File: src/design/ritc_pkg.sv
// Package for the Rayleigh inverse-transform core: constants, cell payload types.
// No dependencies; the cell modules and the top level import it.
package ritc_pkg;

    localparam int unsigned NUM_STEPS = 32;

    localparam logic [31:0] LN2X2_Q31  = 32'hB172_17F8;
    localparam logic [31:0] QMAX       = 32'h7FFF_FFFF;
    localparam logic [31:0] SCALE_RST  = 32'h0001_0000;
    localparam logic [31:0] OFFSET_RST = 32'h0000_0000;

    // Register indexes (byte address / 4)
    localparam logic REG_SCALE  = 1'b0;
    localparam logic REG_OFFSET = 1'b1;

    typedef struct packed {
        logic [31:0] x;     // mantissa, Q1.31 in [1,2)
        logic [31:0] frac;  // log2 fraction bits gathered so far
        logic [5:0]  e;     // integer part of log2
        logic        zero;  // tail probability of zero
    } t_log_data;

    typedef struct packed {
        logic [63:0] n;     // remainder
        logic [63:0] res;   // partial root
        logic        zero;
    } t_sqrt_data;

endpackage

File: src/design/ritc_log_cell.sv
// One squaring step of the log2 fraction extraction.
// Depends on ritc_pkg.
module ritc_log_cell (
    input  logic               i_clk,
    input  logic               i_rst_n,
    input  logic               i_valid,
    output logic               o_ready,
    input  ritc_pkg::t_log_data i_data,
    output logic               o_valid,
    input  logic               i_ready,
    output ritc_pkg::t_log_data o_data
);
    import ritc_pkg::*;

    logic [63:0] sq;
    logic [32:0] xs;
    t_log_data   n_data;
    t_log_data   r_data;
    logic        r_valid;

    always_comb begin
        sq          = 64'(i_data.x) * 64'(i_data.x);
        xs          = sq[63:31];
        n_data      = i_data;
        n_data.x    = xs[32] ? xs[32:1] : xs[31:0];
        n_data.frac = {i_data.frac[30:0], xs[32]};
    end

    assign o_ready = !r_valid || i_ready;
    assign o_valid = r_valid;
    assign o_data  = r_data;

    always_ff @(posedge i_clk) begin
        if (!i_rst_n) begin
            r_valid <= 1'b0;
        end else if (o_ready) begin
            r_valid <= i_valid;
        end
    end

    always_ff @(posedge i_clk) begin
        if (o_ready && i_valid) begin
            r_data <= n_data;
        end
    end
endmodule

File: config.mk
export PLATFORM = sky130hd
export DESIGN_NAME = ritc_log_cell
export DESIGN_NICKNAME = d
export VERILOG_FILES = /design/src/design/ritc_pkg.sv /design/src/design/ritc_log_cell.sv
export SDC_FILE = /design/constraint.sdc
export NUM_CORES = 2
export LEC_CHECK = 0
export ABC_AREA = 0
export BUFFER_PORTS_ARGS = -buffer_cell sky130_fd_sc_hd__buf_4
export CORE_MARGIN = 2
export CORE_UTILIZATION = 50
export CTS_CLUSTER_DIAMETER = 150
export DETAILED_ROUTE_END_ITERATION = 8
export PLACE_DENSITY = 0.67
export SLEW_MARGIN = 10
export SYNTH_ARGS = -nofsm -noshare
export SYNTH_HDL_FRONTEND = slang
export SYNTH_SLANG_ARGS = --single-unit
File: constraint.sdc
create_clock -name i_clk -period 28.7 [get_ports i_clk]
set_input_delay 8.61 -clock i_clk [delete_from_list [all_inputs] [get_ports i_clk]]
set_output_delay 8.61 -clock i_clk [all_outputs]
set_load 0.01 [all_outputs]
==> impl_metrics.ini <==
[logic_synthesis]
yosysTopAreaCell = fa_1
synthFlopType = edfxtp_1
synth_cells = 3212
yosys_warnings = 0
syn_area_um2 = 31300
async_flop_share_pct = 0
synth_fp_nets = 4378
synthTopCellsByArea = fa_1 51%, ha_1 12%, inv_1 12%
ys_types = 55
ys_ff_latch = 72
seq_area_frac_synth_pct = 6.87
yosysTopAreaCellShare_pct = 50.5
synth_edf_count = 71
synth.avg_cell_area_um2 = 9.76

[floorplan]
die_x_um = 254
num_rows = 91
die_h_um = 254
start_util_pct = 50.7
dieArea_um2 = 64700
io_pins = 148
core_area_um2 = 61800

[worst_setup_path]
cp.arrival_ps = 9020
worstSetupPathType = input port to output pin
startpoint_type = input port
crit_fanout = 3
critPathRequiredTime_ps = 20090
cp-end-kind = output pin
r2r_slack_ps = 26650

[placed_design]
place_area_um2 = 33100
pre_cts_ws_ps = 10840
hpwl_um = 60100
place.gp.congestion = 0.913
port_buffers = 146

[cts]
cts_root_buf = clkbuf_16
cts_max_level = 3
cts_tree = done
cts_buffer_depth = 2
cts_buffers = 9
ctsResizeCount = 0
clkTransAtPathRegs_ps = 60
postCtsSetupBuffers = 0
cts_hold_buf = 0
clock_sinks = 72
insertion_delay_ps = 320

[timing]
layout_setup_ws_ps = 11070
fmax_mhz = 56.7
hold_viol = 0
period_share_pct = 61.4
clock-skew-final_ps = 4.69
relSlewSlack_pct = 25.7
rsz0062_at_grt = no
fin_crit_ps = 17630
drv_slew = 0
setup_viol = 0
tightest_slew_ps = 1100
tns_ps = 0

[route]
drc = 0
met2_length_um = 40400
wl_met3_um = 3350
first_pass_iters = 5
avgRoutedWirePerCell_um = 18.6
wl_met1_um = 30500
via_per_inst = 5.07
ant_nets = 0
highest_layer = met4
drt-total-wl_um = 76100
num_vias = 20771
drt-initial-drc-count = 1143

[layout]
final_common_cell = inv_1
drive_gt1_share_pct = 6.41
final_cell_mix = 985 x inv_1, 791 x fa_1, 300 x ha_1
ff_latch_area_um2 = 2150
fin_util_pct = 54.0
fillCellCount = 5573
nNetsFinal = 4422
postLayoutCellArea_um2 = 33400
multi_input_area_um2 = 25000
syn2layout_area_growth_pct = 6.52

[global_routing]
track_usage_pct = 25.3
grt-ovfl-total = 0
antenna_found_initial = 2
grt_pass1_vias = 23710
grt_pass1_wl_um = 126000
grt_max_degree = 42

[outcome]
outcome = finished, final reports clean

[min_path]
min_path_type = flip-flop to flip-flop

[job]
maxCapViolations = 0
-- per-stage QoR --
| stage | instances | hold WS, ps |
|---|---|---|
| 2_1_floorplan | 3212 | 610 |
| 3_3_place_gp | 4082 | 545 |
| 3_5_place_dp | 4082 | 553 |
| 4_1_cts | 4098 | 562 |
| 5_1_grt | 4098 | 581 |
| 6_report | 4099 | 565 |
-- cell families (layout without fill, tap and decap cells) --
| kind of cell | Yosys count | in the layout | share of synthesized area (%) |
|---|---|---|---|
| flip-flops | 72 | 72 | 6.87 |
| multiplexers | 25 | 25 | 0.866 |
| adder cells (fa/ha/maj) | 1091 | 1091 | 62.5 |
| XOR/XNOR | 77 | 77 | 2.15 |
| AO/OA/AOI/OAI | 208 | 208 | 4.36 |
| AND/OR/NAND/NOR | 635 | 635 | 9.96 |
| buffers and inverters | 1104 | 1153 | 13.3 |
| other | 0 | 1 | 0 |
-- metal layers --
metal  vias to the layer above  global-route usage [%]
li1                       9458                       -
met1                     10735                    32.0
met2                       475                    46.5
met3                       103                    2.63
met4                         0                    6.03
met5                         -                       0
-- final timing paths --
check / start / end / cells after the start
setup / recovery: i_ready / o_ready / 3
hold / removal: o_valid / o_valid / 2
setup reg to reg: o_valid / o_data[65] / 3
hold reg to reg: o_valid / o_valid / 2
-- critical path, cell delays in order --
cell      delay [ps]
buf_4            100
nand2b_1         160
buf_4            150
-- Yosys cell counts, drive strengths merged (3+ instances only) --
library cell and n:
inv 986, fa 791, ha 300, nand2 287, and2 231, clkbuf 113, edfxtp 71, a21oi 67
nor2 52, xnor2 39, xor2 38, o21ai 32, a21o 30, mux2 17, o21bai 16, a31oi 15
nand4 14, a31o 12, nand3 10, nor2b 9, mux2i 8, a211oi 7, nor4 7, and3 6
or2 6, nand2b 5, a41oi 4, buf 4, nor3 4, o31ai 4, o221a 3
-- area by class of cell --
cell class	count	share of cell area, %
timing repair buffer	150	3.37
antenna	1	0.00750
tap	837	3.14
clock buffer	10	0.686
sequential	72	6.45
multi-input combinational	2036	75.0
clock inverter	6	0.277
inverter	987	11.1
-- sequential cells by signal, summed over array words and instances, names as in the netlist --
| name | flops |
|---|---|
| o_data | 71 |
| o_valid | 1 |
Power is not shown: default switching activity piles up to over one toggle a cycle in this logic, so the estimate is an artifact.
