**src/design/ritc_pkg.sv**
```systemverilog
// Package for the Rayleigh inverse-transform core: constants, cell payload types.
// No dependencies; the cell modules and the top level import it.
package ritc_pkg;

    localparam int unsigned NUM_STEPS = 32;

    localparam logic [31:0] LN2X2_Q31  = 32'hB172_17F8;
    localparam logic [31:0] QMAX       = 32'h7FFF_FFFF;
    localparam logic [31:0] SCALE_RST  = 32'h0001_0000;
    localparam logic [31:0] OFFSET_RST = 32'h0000_0000;

    // Register indexes (byte address / 4)
    localparam logic REG_SCALE  = 1'b0;
    localparam logic REG_OFFSET = 1'b1;

    typedef struct packed {
        logic [31:0] x;     // mantissa, Q1.31 in [1,2)
        logic [31:0] frac;  // log2 fraction bits gathered so far
        logic [5:0]  e;     // integer part of log2
        logic        zero;  // tail probability of zero
    } t_log_data;

    typedef struct packed {
        logic [63:0] n;     // remainder
        logic [63:0] res;   // partial root
        logic        zero;
    } t_sqrt_data;

endpackage

```
**src/design/ritc_sqrt_cell.sv**
```systemverilog
// One bit step of the integer square root (two remainder bits per step).
// Depends on ritc_pkg.
module ritc_sqrt_cell (
    input  logic                i_clk,
    input  logic                i_rst_n,
    input  logic [4:0]          i_step,
    input  logic                i_valid,
    output logic                o_ready,
    input  ritc_pkg::t_sqrt_data i_data,
    output logic                o_valid,
    input  logic                i_ready,
    output ritc_pkg::t_sqrt_data o_data
);
    import ritc_pkg::*;

    logic [63:0] bitv;
    logic [63:0] trial;
    t_sqrt_data  n_data;
    t_sqrt_data  r_data;
    logic        r_valid;

    always_comb begin
        bitv   = 64'd1 << (7'd62 - {1'b0, i_step, 1'b0});
        trial  = i_data.res + bitv;
        n_data = i_data;
        if (i_data.n >= trial) begin
            n_data.n   = i_data.n - trial;
            n_data.res = (i_data.res >> 1) + bitv;
        end else begin
            n_data.res = i_data.res >> 1;
        end
    end

    assign o_ready = !r_valid || i_ready;
    assign o_valid = r_valid;
    assign o_data  = r_data;

    always_ff @(posedge i_clk) begin
        if (!i_rst_n) begin
            r_valid <= 1'b0;
        end else if (o_ready) begin
            r_valid <= i_valid;
        end
    end

    always_ff @(posedge i_clk) begin
        if (o_ready && i_valid) begin
            r_data <= n_data;
        end
    end
endmodule

```
**config.mk**
```make
export PLATFORM = sky130hd
export DESIGN_NAME = ritc_sqrt_cell
export DESIGN_NICKNAME = d
export VERILOG_FILES = /design/src/design/ritc_pkg.sv /design/src/design/ritc_sqrt_cell.sv
export SDC_FILE = /design/constraint.sdc
export NUM_CORES = 1
export LEC_CHECK = 0
export BUFFER_PORTS_ARGS = -buffer_cell sky130_fd_sc_hd__buf_4
export CAP_MARGIN = 15
export CORE_MARGIN = 2
export CORE_UTILIZATION = 45
export CTS_CLUSTER_SIZE = 10
export DETAILED_ROUTE_END_ITERATION = 16
export HOLD_SLACK_MARGIN = 0.02
export PLACE_DENSITY_LB_ADDON = 0.2
export SKIP_CTS_REPAIR_TIMING = 1
export SYNTH_ARGS = -nofsm -noshare
export SYNTH_HDL_FRONTEND = slang
export SYNTH_SLANG_ARGS = --single-unit
```
**constraint.sdc**
```tcl
create_clock -name i_clk -period 6.54 [get_ports i_clk]
set_clock_uncertainty 0.1 [all_clocks]
set_input_delay 0.981 -clock i_clk [delete_from_list [all_inputs] [get_ports i_clk]]
set_output_delay 0.981 -clock i_clk [all_outputs]
set_load 0.01 [all_outputs]
```
==> metrics.cfg <==
[finish]
drive_above_1_share=0.248
fin_cells=2598
syn_to_final_growth_pct=30.3
nets=2446

[place]
io_buffers=268
gp_congestion=0.940
dp.cells=2562
dp_hpwl_microns=42100

[cts]
clk_pin_slew_ns=0.06
cts_buffer_depth=2
htree_levels=4
cts_buffers=17
clock_latency_ns=0.44
cts_tree=done
clock_sinks=130
ctsRootBufferMaster=clkbuf_16

[route]
first_iter_violations=1302
antenna_violating_nets_post_route=0
drc_errors=0
wl_met1_microns=24700
dr_wl_met3_microns=3930
top_layer=met4
wl_microns=52000
avgViaCountPerCell=5.91
wl_per_cell_microns=20.0
wl_met2_microns=22100
vias=15400
drt-pass1-iter-count=5

[critical_path]
reg2reg_slack_ns=4.47
worstSetupEndpoint=o_data[8]$_DFFE_PP_
crit_path_max_fanout=23
cp.depth=27
worstPathRequired_ns=6.63
critPathLaunch=i_step[0]
crit_family=compound AO/OA/AOI/OAI gates
cp_slowest_cell=xor2_1
slowest_delay_ns=0.37
crit_type=in2reg
crit_buf_inv=5
r2r_cells=3
r2r_end=o_data[58]$_DFFE_PP_
r2r-start=o_valid$_SDFFE_PN0N_
critPathArrivalTime_ns=6.44
endpoint_kind=flop
cpMostUsedCell=buf_4
cp-start-kind=input port

[power_and_ir_drop]
pwr_density_cell_nw_per_um2=179
vdd_drop_max_v=0.000172
p_leak_nw=8.00
p_total_mw=3.33

[sta]
worstMarginPinSlew_ns=0.879
hold_violations=0
post-route-min-period_ns=6.34
fin_hold_ws_ns=0.457
setup_tns_ns=0
max_clock_freq_mhz=158
finalSetupViolCount=0
drv_slew=0
slew_headroom=0.414
period_share=0.970

[floorplanning]
die_y_microns=182
num_rows=65
dieArea_sq_um=33300
die_w_microns=182
design.core.area_sq_um=31500
pin_count=269
start_util=0.455

[logic_synthesis]
synthFlopType=edfxtp_1
synth_seq_cells=130
synth_edf_count=129
synth_cells=1778
synth_fp_nets=2043
synthArstFlopShare=0
postSynthAreaPerCell_sq_um=8.05
synth-warning-count=0
syn_area_sq_um=14300
synth-seq-area-share=0.272
yosysUniqueCellTypes=87

[global_routing]
grtUsageTotal=0.306
antenna_found_initial=2
grt_pass1_vias=14400
grt_pass1_wl_microns=79600
grt_max_degree=70
gr-total-overflow=0

[hold_path]
hp-class=reg2reg

[run_status]
status=finished, final reports clean

[flow_run]
drv_cap=0

kinds of logic after synthesis:
kind of cell    after synthesis  synth area share
flops                       130             0.272
compound gates              598             0.270
mux                           1          0.000786
simple gates                638             0.209
xor+xnor                    171             0.105
buf+inv                     113            0.0328
fa+ha+maj                   127             0.111
metal layers:
layer	GRT usage	vias to the layer above
li1	-	7464
met1	0.453	7150
met2	0.457	679
met3	0.0443	68
met4	0.0965	0
met5	0	-
worst min-delay path by stage:
stage | start | end | slack [ns] | depth (start not counted)
5_1_grt | o_valid$_SDFFE_PN0N_ | o_valid$_SDFFE_PN0N_ | 0.50 | 2
4_1_cts | o_valid$_SDFFE_PN0N_ | o_valid$_SDFFE_PN0N_ | 0.46 | 2
3_3_place_gp | o_valid$_SDFFE_PN0N_ | o_valid$_SDFFE_PN0N_ | 0.43 | 2
3_5_place_dp | o_valid$_SDFFE_PN0N_ | o_valid$_SDFFE_PN0N_ | 0.45 | 2
2_1_floorplan | o_valid$_SDFFE_PN0N_ | o_valid$_SDFFE_PN0N_ | 0.51 | 2
6_report | o_valid$_SDFFE_PN0N_ | o_valid$_SDFFE_PN0N_ | 0.46 | 2
flip-flops by register name, summed over array words and instances (netlist names):
signal,flops
o_data,129
o_valid,1
cell type report:
type	instances	area, sq um
sequential	130	3890
timing repair buffer	458	3560
tap	402	503
multi-input combinational	1535	10000
antenna	2	5.00
clock buffer	25	475
clock inverter	7	65.1
inverter	39	146
fill	2911	12800
Yosys cell counts (4+ instances only):
library cell	number	area (sq um)
inv_1	39	146
xnor2_1	83	727
and4_1	7	61.3
a21boi_0	12	90.1
a21o_1	44	330
a21oi_1	166	831
o31ai_1	16	120
o21bai_1	31	233
and3_1	25	156
a31oi_1	70	438
a311oi_1	4	35.0
o22ai_1	6	37.5
o21a_1	16	120
a211o_1	6	52.6
nand4_1	45	282
o21ai_0	120	601
a41oi_1	4	35.0
o211ai_1	17	128
nor3_1	32	160
nand2_1	209	785
nor2b_1	18	113
buf_2	14	70.1
nor2_1	182	683
nand3b_1	5	37.5
edfxtp_1	129	3870
xor2_1	88	771
or3_1	7	43.8
nand3_1	42	210
nor4_1	9	56.3
a31o_2	14	123
nand2b_1	17	106
a211oi_1	7	52.6
and2_1	21	131
or2_2	6	37.5
clkbuf_1	55	206
o21ai_1	8	40.0
ha_1	126	1580
o21ba_2	4	40.0
stage by stage:
step	setup slack (ns)	util	cell area [sq um]
floorplan	0.249	-	14300
global placement	-0.230	0.573	18000
detailed placement	-0.293	0.573	18000
CTS	0.158	0.590	18600
global route	-0.00412	0.593	18700
finish	0.197	0.593	18700
placed cells by master, fill, tap and decap left out, types with 31 or more instances in the layout:
cell,instances
ha_1,126
nand4_1,45
o21bai_1,31
edfxtp_1,129
nand3_1,41
xnor2_1,83
a31oi_1,70
nor3_1,31
inv_1,39
nand2_1,208
a21oi_1,165
a21o_1,44
o21ai_0,118
nor2_1,177
xor2_1,88
buf_4,448
where the power goes:
| part | internal, mW | switching, mW | total [mW] |
|---|---|---|---|
| Combinational | 0.581 | 0.746 | 1.33 |
| Sequential | 1.04 | 0.0302 | 1.07 |
| Clock | 0.540 | 0.397 | 0.937 |
| Total | 2.16 | 1.17 | 3.33 |
worst min-delay path, cell delays in order (launching register included):
cell and delay, ns:
dfxtp_1 0.31, nand2b_1 0.11, a21boi_0 0.09
Power figures use the tool's default switching activity.
